`src/rtl/core/double_normal_selectivity_top_assert.svh`:
```
// assertion helpers shared by the rtl modules
`ifndef DOUBLE_NORMAL_SELECTIVITY_TOP_ASSERT_SVH
`define DOUBLE_NORMAL_SELECTIVITY_TOP_ASSERT_SVH

// condition must hold at every clock edge out of reset
`define DNS_ASSERT_ALWAYS(label, cond, msg) \
  label: assert property (@(posedge clk) disable iff (!rst_n) (cond)) else $error(msg);

// consequent must hold in the cycle after the antecedent
`define DNS_ASSERT_NEXT(label, ante, cons, msg) \
  label: assert property (@(posedge clk) disable iff (!rst_n) (ante) |=> (cons)) \
    else $error(msg);

`endif

```
`src/rtl/core/dns_pkg.sv`:
```
package dns_pkg;

  localparam int REG_W    = 16;
  localparam int S_W      = 22;   // scaled distance below the flush limit, Q2.20
  localparam int N_W      = 4;    // integer part of the exponent
  localparam int F_W      = 40;   // fraction of the exponent
  localparam int X_W      = N_W + F_W;
  localparam int TBL_W    = 31;   // table entries are at most 1.0 in Q1.30
  localparam int PROD_W   = REG_W + TBL_W;
  localparam int SUM_W    = PROD_W + 1;
  localparam int Q30_SH   = 30;
  localparam logic [63:0] LN2_Q30 = 64'd744261118;
  localparam logic [63:0] ONE_Q30 = 64'd1 << 30;
  localparam int TAYLOR_TERMS = 20;

  localparam logic [REG_W-1:0] PEAK_AGE_RST    = 16'd0;
  localparam logic [REG_W-1:0] INV_WIDTH_RST   = 16'd4096;
  localparam logic [REG_W-1:0] PEAK_HEIGHT_RST = 16'd32768;
  localparam logic [REG_W-1:0] SEL_MAX         = 16'hFFFF;

  localparam int CFG_IDX_W = 4;
  localparam int QDEPTH    = 4;

  typedef enum logic [CFG_IDX_W-1:0] {
    REG_PEAK_AGE    = 4'd0,
    REG_INV_LEFT    = 4'd1,
    REG_INV_RIGHT   = 4'd2,
    REG_PEAK_HEIGHT = 4'd3
  } dns_reg_t;

  typedef struct packed {
    logic [REG_W-1:0] peak_age;
    logic [REG_W-1:0] inv_left;
    logic [REG_W-1:0] inv_right;
    logic [REG_W-1:0] peak_height;
  } dns_cfg_t;

  // one classified item handed from front to back
  typedef struct packed {
    logic           flush;
    logic [S_W-1:0] s;
  } dns_item_t;

  // exp(-y), y in Q.30 below 1.0, result Q.30, integer taylor series
  function automatic logic [63:0] neg_exp_q30(input logic [63:0] y);
    logic [63:0] pos;
    logic [63:0] neg;
    logic [63:0] term;
    pos  = ONE_Q30;
    neg  = 64'd0;
    term = ONE_Q30;
    for (int i = 1; i <= TAYLOR_TERMS; i++) begin
      term = (term * y) >> 30;
      term = term / 64'(i);
      if (i % 2 == 1) begin
        neg = neg + term;
      end else begin
        pos = pos + term;
      end
    end
    if (neg >= pos) begin
      return 64'd0;
    end
    pos = pos - neg;
    if (pos > ONE_Q30) begin
      pos = ONE_Q30;
    end
    return pos;
  endfunction

endpackage

```
`src/rtl/core/dns_front.sv`:
```
module dns_front
  import dns_pkg::*;
#(
  parameter int AGE_WIDTH = 8
) (
  input  logic                 clk,
  input  logic                 rst_n,
  input  dns_cfg_t             cfg,
  input  logic                 age_valid,
  output logic                 age_ready,
  input  logic [AGE_WIDTH-1:0] age,
  output logic                 item_valid,
  input  logic                 item_ready,
  output dns_item_t            item
);

  localparam int AQ_W = AGE_WIDTH + 8;
  localparam int D_W  = (AQ_W > REG_W) ? AQ_W : REG_W;
  localparam int SP_W = D_W + REG_W;

  logic             v0_r, v1_r;
  logic [D_W-1:0]   d_r, d_nxt;
  logic [REG_W-1:0] inv_r, inv_nxt;
  logic [SP_W-1:0]  s_r;
  logic             f0_ready, f1_ready;
  logic [D_W-1:0]   age_q8;
  logic [D_W-1:0]   mu;

  assign age_q8 = D_W'({age, 8'd0});
  assign mu     = D_W'(cfg.peak_age);

  // age equal to mu takes the right side
  always_comb begin
    if (age_q8 < mu) begin
      d_nxt   = mu - age_q8;
      inv_nxt = cfg.inv_left;
    end else begin
      d_nxt   = age_q8 - mu;
      inv_nxt = cfg.inv_right;
    end
  end

  assign f1_ready  = !v1_r || item_ready;
  assign f0_ready  = !v0_r || f1_ready;
  assign age_ready = f0_ready;

  always_ff @(posedge clk) begin
    if (!rst_n) begin
      v0_r <= 1'b0;
      v1_r <= 1'b0;
    end else begin
      if (f0_ready) begin
        v0_r <= age_valid;
      end
      if (f1_ready) begin
        v1_r <= v0_r;
      end
    end
  end

  always_ff @(posedge clk) begin
    if (f0_ready) begin
      d_r   <= d_nxt;
      inv_r <= inv_nxt;
    end
    if (f1_ready) begin
      s_r <= SP_W'(d_r) * SP_W'(inv_r);
    end
  end

  // scaled distance of 4.0 or more means exponent of 16 or more
  assign item_valid = v1_r;
  assign item.flush = |s_r[SP_W-1:S_W];
  assign item.s     = s_r[S_W-1:0];

endmodule

```
`src/rtl/core/dns_queue.sv`:
```
module dns_queue
  import dns_pkg::*;
(
  input  logic      clk,
  input  logic      rst_n,
  input  logic      push_valid,
  output logic      push_ready,
  input  dns_item_t push_item,
  output logic      pop_valid,
  input  logic      pop_ready,
  output dns_item_t pop_item
);

  localparam int CNT_W = $clog2(QDEPTH + 1);
  localparam int IDX_W = $clog2(QDEPTH);

  dns_item_t        ent_r   [QDEPTH];
  dns_item_t        ent_nxt [QDEPTH];
  logic [CNT_W-1:0] count_r, count_nxt;
  logic             push, pop;
  logic [CNT_W-1:0] wr_pos;

  assign push_ready = count_r < CNT_W'(QDEPTH);
  assign pop_valid  = count_r != '0;
  assign push       = push_valid && push_ready;
  assign pop        = pop_valid && pop_ready;
  assign pop_item   = ent_r[0];

  // head always sits in entry 0, the rest shift down on a pop
  assign wr_pos = pop ? (count_r - CNT_W'(1)) : count_r;

  always_comb begin
    for (int i = 0; i < QDEPTH; i++) begin
      ent_nxt[i] = ent_r[i];
      if (pop && i < QDEPTH - 1) begin
        ent_nxt[i] = ent_r[(i + 1) % QDEPTH];
      end
      if (push && wr_pos[IDX_W-1:0] == IDX_W'(i)) begin
        ent_nxt[i] = push_item;
      end
    end
    count_nxt = count_r + CNT_W'(push) - CNT_W'(pop);
  end

  always_ff @(posedge clk) begin
    if (!rst_n) begin
      count_r <= '0;
    end else begin
      count_r <= count_nxt;
    end
  end

  always_ff @(posedge clk) begin
    for (int i = 0; i < QDEPTH; i++) begin
      ent_r[i] <= ent_nxt[i];
    end
  end

`include "double_normal_selectivity_top_assert.svh"

  `DNS_ASSERT_ALWAYS(a_q_bound, count_r <= CNT_W'(QDEPTH), "queue count past depth")
  `DNS_ASSERT_NEXT(a_q_grow, push && !pop, count_r == $past(count_r) + CNT_W'(1), "queue count did not grow")
  `DNS_ASSERT_NEXT(a_q_shrink, pop && !push, count_r == $past(count_r) - CNT_W'(1), "queue count did not shrink")

endmodule

```
`src/rtl/core/dns_back.sv`:
```
module dns_back
  import dns_pkg::*;
#(
  parameter int EXP2_TABLE_ENTRIES = 64
) (
  input  logic             clk,
  input  logic             rst_n,
  input  dns_cfg_t         cfg,
  input  logic             item_valid,
  output logic             item_ready,
  input  dns_item_t        item,
  output logic             res_valid,
  input  logic             res_ready,
  output logic [REG_W-1:0] res
);

  localparam int IDX_W  = $clog2(EXP2_TABLE_ENTRIES);
  localparam int NC_W   = IDX_W + 1;
  localparam int FN_W   = F_W + NC_W;
  localparam logic [NC_W-1:0] NC = NC_W'(EXP2_TABLE_ENTRIES);

  logic [TBL_W-1:0] tbl [EXP2_TABLE_ENTRIES];

  // 2^(-k/N) in Q1.30, worked out at elaboration
  for (genvar k = 0; k < EXP2_TABLE_ENTRIES; k++) begin : g_tbl
    localparam logic [63:0] Y = (64'(k) * LN2_Q30) / EXP2_TABLE_ENTRIES;
    localparam logic [63:0] ENT = neg_exp_q30(Y);
    assign tbl[k] = ENT[TBL_W-1:0];
  end

  logic              v1_r, v2_r, v3_r, v4_r;
  logic              r1, r2, r3, r4;
  logic              fl1_r, fl2_r, fl3_r;
  logic [X_W-1:0]    x_r;
  logic [N_W-1:0]    n2_r, n3_r;
  logic [IDX_W-1:0]  idx_r;
  logic [PROD_W-1:0] prod_r;
  logic [REG_W-1:0]  res_r, res_nxt;
  logic [FN_W-1:0]   fn;
  logic [SUM_W-1:0]  rnd, sum, shifted;

  assign r4 = !v4_r || res_ready;
  assign r3 = !v3_r || r4;
  assign r2 = !v2_r || r3;
  assign r1 = !v1_r || r2;
  assign item_ready = r1;

  assign fn = FN_W'(x_r[F_W-1:0]) * FN_W'(NC);

  // round half up at bit 30+n, then zero flushed items or saturate
  always_comb begin
    rnd     = SUM_W'(1) << (SUM_W'(Q30_SH - 1) + SUM_W'(n3_r));
    sum     = SUM_W'(prod_r) + rnd;
    shifted = sum >> (SUM_W'(Q30_SH) + SUM_W'(n3_r));
    if (fl3_r) begin
      res_nxt = '0;
    end else if (|shifted[SUM_W-1:REG_W]) begin
      res_nxt = SEL_MAX;
    end else begin
      res_nxt = shifted[REG_W-1:0];
    end
  end

  always_ff @(posedge clk) begin
    if (!rst_n) begin
      v1_r <= 1'b0;
      v2_r <= 1'b0;
      v3_r <= 1'b0;
      v4_r <= 1'b0;
    end else begin
      if (r1) v1_r <= item_valid;
      if (r2) v2_r <= v1_r;
      if (r3) v3_r <= v2_r;
      if (r4) v4_r <= v3_r;
    end
  end

  always_ff @(posedge clk) begin
    if (r1) begin
      x_r   <= X_W'(item.s) * X_W'(item.s);
      fl1_r <= item.flush;
    end
    if (r2) begin
      n2_r  <= x_r[X_W-1:F_W];
      idx_r <= fn[F_W +: IDX_W];
      fl2_r <= fl1_r;
    end
    if (r3) begin
      prod_r <= PROD_W'(cfg.peak_height) * PROD_W'(tbl[idx_r]);
      n3_r   <= n2_r;
      fl3_r  <= fl2_r;
    end
    if (r4) begin
      res_r <= res_nxt;
    end
  end

  assign res_valid = v4_r;
  assign res       = res_r;

`include "double_normal_selectivity_top_assert.svh"

  `DNS_ASSERT_ALWAYS(a_idx_range, !v2_r || (32'(idx_r) < EXP2_TABLE_ENTRIES), "table index out of range")
  `DNS_ASSERT_NEXT(a_flush_zero, v3_r && r4 && fl3_r, res_r == '0, "flushed item gave nonzero result")
  `DNS_ASSERT_NEXT(a_zero_alpha, v3_r && r4 && cfg.peak_height == '0, res_r == '0, "zero alpha gave nonzero result")

endmodule

```
`src/rtl/core/double_normal_selectivity_top.sv`:
```
// channel  | ports                      | payload
// in       | in_tvalid/in_tready        | in_tdata: age
// out      | out_tvalid/out_tready      | out_tdata: selectivity, Q1.15
// cfg      | cfg_wr_en/cfg_index        | cfg_wdata: register value
//
// one item per cycle sustained while out_tready stays high
// a beat passes 2 front stages (distance, scaling multiply), the queue register
// and 4 back stages (square, table index, alpha multiply, round and shift)
// rst_n clears all valid bits and the queue and loads register reset values
// out_tready low stalls the back stages; the 4-entry queue then fills before in_tready drops
module double_normal_selectivity_top
  import dns_pkg::*;
#(
  parameter int AGE_WIDTH          = 8,
  parameter int EXP2_TABLE_ENTRIES = 64
) (
  input  logic                                clk,
  input  logic                                rst_n,
  input  logic                                in_tvalid,
  output logic                                in_tready,
  input  logic [((AGE_WIDTH + 7) / 8) * 8-1:0] in_tdata,   // [AGE_WIDTH-1:0] age
  output logic                                out_tvalid,
  input  logic                                out_tready,
  output logic [REG_W-1:0]                    out_tdata,  // [15:0] selectivity
  input  logic                                cfg_wr_en,
  input  logic [CFG_IDX_W-1:0]                cfg_index,
  input  logic [REG_W-1:0]                    cfg_wdata
);

  dns_cfg_t  cfg_r;
  dns_item_t f_item, q_item;
  logic      f_valid, f_ready, q_valid, q_ready;

  always_ff @(posedge clk) begin
    if (!rst_n) begin
      cfg_r.peak_age    <= PEAK_AGE_RST;
      cfg_r.inv_left    <= INV_WIDTH_RST;
      cfg_r.inv_right   <= INV_WIDTH_RST;
      cfg_r.peak_height <= PEAK_HEIGHT_RST;
    end else if (cfg_wr_en) begin
      case (dns_reg_t'(cfg_index))
        REG_PEAK_AGE:    cfg_r.peak_age    <= cfg_wdata;
        REG_INV_LEFT:    cfg_r.inv_left    <= cfg_wdata;
        REG_INV_RIGHT:   cfg_r.inv_right   <= cfg_wdata;
        REG_PEAK_HEIGHT: cfg_r.peak_height <= cfg_wdata;
        default: ;
      endcase
    end
  end

  dns_front #(
    .AGE_WIDTH(AGE_WIDTH)
  ) u_front (
    .clk        (clk),
    .rst_n      (rst_n),
    .cfg        (cfg_r),
    .age_valid  (in_tvalid),
    .age_ready  (in_tready),
    .age        (in_tdata[AGE_WIDTH-1:0]),
    .item_valid (f_valid),
    .item_ready (f_ready),
    .item       (f_item)
  );

  dns_queue u_queue (
    .clk        (clk),
    .rst_n      (rst_n),
    .push_valid (f_valid),
    .push_ready (f_ready),
    .push_item  (f_item),
    .pop_valid  (q_valid),
    .pop_ready  (q_ready),
    .pop_item   (q_item)
  );

  dns_back #(
    .EXP2_TABLE_ENTRIES(EXP2_TABLE_ENTRIES)
  ) u_back (
    .clk        (clk),
    .rst_n      (rst_n),
    .cfg        (cfg_r),
    .item_valid (q_valid),
    .item_ready (q_ready),
    .item       (q_item),
    .res_valid  (out_tvalid),
    .res_ready  (out_tready),
    .res        (out_tdata)
  );

endmodule

```
`config.mk`:
```
export PLATFORM = sky130hd
export DESIGN_NAME = double_normal_selectivity_top
export DESIGN_NICKNAME = d
export VERILOG_FILES = /design/src/rtl/core/dns_pkg.sv /design/src/rtl/core/dns_front.sv /design/src/rtl/core/dns_queue.sv /design/src/rtl/core/dns_back.sv /design/src/rtl/core/double_normal_selectivity_top.sv
export VERILOG_INCLUDE_DIRS = /design/src /design/src/rtl/core
export SDC_FILE = /design/constraint.sdc
export NUM_CORES = 2
export LEC_CHECK = 0
export ABC_CLOCK_PERIOD_IN_PS = 18600
export BUFFER_PORTS_ARGS = -buffer_cell sky130_fd_sc_hd__buf_2
export CAP_MARGIN = 20
export CORE_ASPECT_RATIO = 0.75
export CORE_MARGIN = 4
export CORE_UTILIZATION = 40
export DETAILED_ROUTE_END_ITERATION = 8
export PLACE_DENSITY = 0.59
export SLEW_MARGIN = 20
export SYNTH_ARGS = -nofsm -noshare
export SYNTH_HDL_FRONTEND = slang
export SYNTH_SLANG_ARGS = --single-unit
```
`constraint.sdc`:
```
create_clock -name clk -period 18.6 [get_ports clk]
set_input_delay 2.79 -clock clk [delete_from_list [all_inputs] [get_ports clk]]
set_output_delay 2.79 -clock clk [all_outputs]
set_load 0.005 [all_outputs]
```
==> run summary <==
cell repeated most along the worst path = fa_1
Hold-fix buffers, CTS = 0
First DRT Iteration DRCs = 3017
HP Class = register to register
syn avg cell area = 9.35 sq um
# IOs = 51
full die area = 0.142 sq mm
number of synthesized register bits = 318
prevailing post-synth register cell = edfxtp_1
Max-Cap Viols = 0
CP endpoint kind = register
compound-cell area share of the yosys netlist = 0.0836
RD Place Congestion = 0.905
gr usage total = 0.207
Final WS setup = 8920 ps
Register Area = 0.00883 sq mm
pin count of the biggest net entering global routing = 93
cells after synthesis = 5819
Tcrit/Tclk final = 0.520
DR WL/cell = 19.0 um
Setup CP Type = register to register
buffers and inverters on the worst path = 4
Vias = 39400
First-pass DRT Iterations = 5
Crit path required time = 18930 ps
post-synth design cell area = 0.0544 sq mm
xor/xnor cell area share of the yosys netlist = 0.0185
Vias/cell = 5.21
Core Area = 0.134 sq mm
Yosys warnings = 0
CTS Sinks = 318
DIE WIDTH = 434 um
DIE HEIGHT = 327 um
hpwl dp = 111 mm
Clock Skew = 42.0 ps
gr ovfl total = 0
CTS Buf Count = 37
WHS = 410 ps
area added between synthesis and finish = 6.59%
multi-input logic area = 0.0404 sq mm
fraction of layout cells with a size suffix above 1 = 0.0620
f_max = 0.103 GHz
Setup Total Neg Slack = 0 ps
adder and majority gate portion of the synthesized area = 0.453
IO Port Bufs = 50
CTS max path bufs = 3
Hold Fails Final Rpt = 0
number of synthesized flops with an enable pin = 245
slowest stage cell, crit path = o21ai_2
ys async rst share = 0
Clock Pin Slew Worst Setup and Hold Paths = 60 ps
slew at the pin closest to its max-slew limit = 1090 ps
number of global-route vias before repair = 41300
Crit path max-delay family = adder cells
first-pass GRT wire length = 234 mm
remaining antenna violation count = 0
pre-CTS WS = 9040 ps
root buffer cell = clkbuf_16
Fillers = 13000
Final Max Slew Viols = 0
ant diodes = 0
minimum clock period = 9680 ps
Startpoint Class = register
post-synthesis sequential area ratio = 0.162
initial antenna violation count = 4
Arr. time, crit path = 10010 ps
final wirelength = 144 mm
maximum fanout along the worst path = 16
net total in the final layout = 7198
post-CTS sizing = 0
num rows = 116
Final setup viols = 0
post-synthesis simple-gate area fraction = 0.149
Yosys cell types = 91
H-tree depth = 2
Starting Density = 0.405
CTS tree = built
main combinational cell family by area after synthesis = adder cells
unrepaired setup endpoints after global routing = false
Max stage delay on crit path = 870 ps
DRC Markers = 0
worst rel slew slack = 0.273
Clock Latency Late Sink = 620 ps
status = finished clean
post-synthesis mux area share = 0.0348
Post-CTS Setup Bufs = 0
cell families after synthesis:
group           Yosys count
mux                     163
fa+ha+maj              1401
flops                   318
compound gates          693
xor+xnor                115
other cells               1
buf+inv                1434
simple gates           1694
flip-flops by register name, indices dropped and copies added (netlist names), 3 cells and up:
signal           cells
u_queue.ent_r       92
cfg_r               64
u_back.prod_r       46
u_front.s_r         32
u_back.res          16
u_front.d_r         16
u_front.inv_r       16
u_back.x_r          10
u_back.idx_r         6
u_back.n2_r          4
u_back.n3_r          4
u_queue.count_r      3
metal layers:
metal / vias up / GRT usage / wire length, um
met4: 4 / 0.0371 / 2570
met3: 155 / 0.0345 / 10500
met5: - / 0 / 34
li1: 18100 / - / -
met2: 1298 / 0.304 / 60100
met1: 19800 / 0.322 / 70400
worst reg2reg max path, cell delays in order (launching register included):
cell,delay (ps)
edfxtp_1,680
clkinv_1,430
ha_1,760
nor2_1,210
o21ai_0,230
a31oi_1,120
o21ai_2,870
nand2_1,200
fa_1,580
inv_1,60
fa_1,550
fa_1,430
fa_1,460
fa_1,500
inv_1,50
fa_1,480
inv_1,60
ha_1,370
and3_1,240
nand2_1,80
a2111oi_0,490
nand3_1,180
a31oi_1,420
a21o_1,210
a21oi_1,120
o31ai_1,340
a221oi_1,150
xnor2_1,140
cell type report:
type	count	area share
Multi-Input combinational cell	4096	0.697
Tap cell	1770	0.0382
Sequential cell	318	0.152
Clock buffer	48	0.0178
Inverter	1182	0.0765
Timing Repair Buffer	130	0.0147
Clock inverter	20	0.00408
worst paths after layout:
kind,start,end,slack (ps),cells past startpoint
setup reg to reg,u_back.idx_r[1],u_back.prod_r[46],8920,27
setup / recovery,u_back.idx_r[1],u_back.prod_r[46],8920,27
hold / removal,u_back.x_r[42],u_back.n2_r[2],410,0
hold reg to reg,u_back.x_r[42],u_back.n2_r[2],410,0
through the flow:
step	util	instances	cell area, sq um
2_1_floorplan	-	5848	54500
3_3_place_gp	0.422	7496	56700
3_5_place_dp	0.422	7496	56700
4_1_cts	0.432	7564	58000
5_1_grt	0.432	7564	58000
6_report	0.432	7564	58000
cell usage in the layout (no fill, tap or decap), types with 90 or more instances in the layout:
cell,n
o21ai_0,118
nor2_1,190
a21oi_1,207
nand2_1,763
fa_1,945
and2_1,403
ha_1,455
mux2_2,90
edfxtp_1,245
inv_1,1177
cell usage after synthesis, types with 28 or more instances:
master	n	area, sq um
a211oi_1	39	293
a21o_1	48	360
a21oi_1	211	1060
a31oi_1	28	175
and2_1	403	2520
clkbuf_1	231	867
dfxtp_1	73	1460
edfxtp_1	245	7360
fa_1	945	18900
ha_1	455	5690
inv_1	1177	4420
mux2_2	90	1010
mux2i_1	61	611
nand2_1	764	2870
nand2b_1	37	231
nand3_1	62	310
nor2_1	191	717
nor2b_1	77	482
nor3_1	56	280
o21a_1	37	278
o21ai_0	122	611
xnor2_1	78	683
xor2_1	37	324
Power is not shown: default switching activity piles up to over one toggle a cycle in this logic, so the estimate is an artifact.
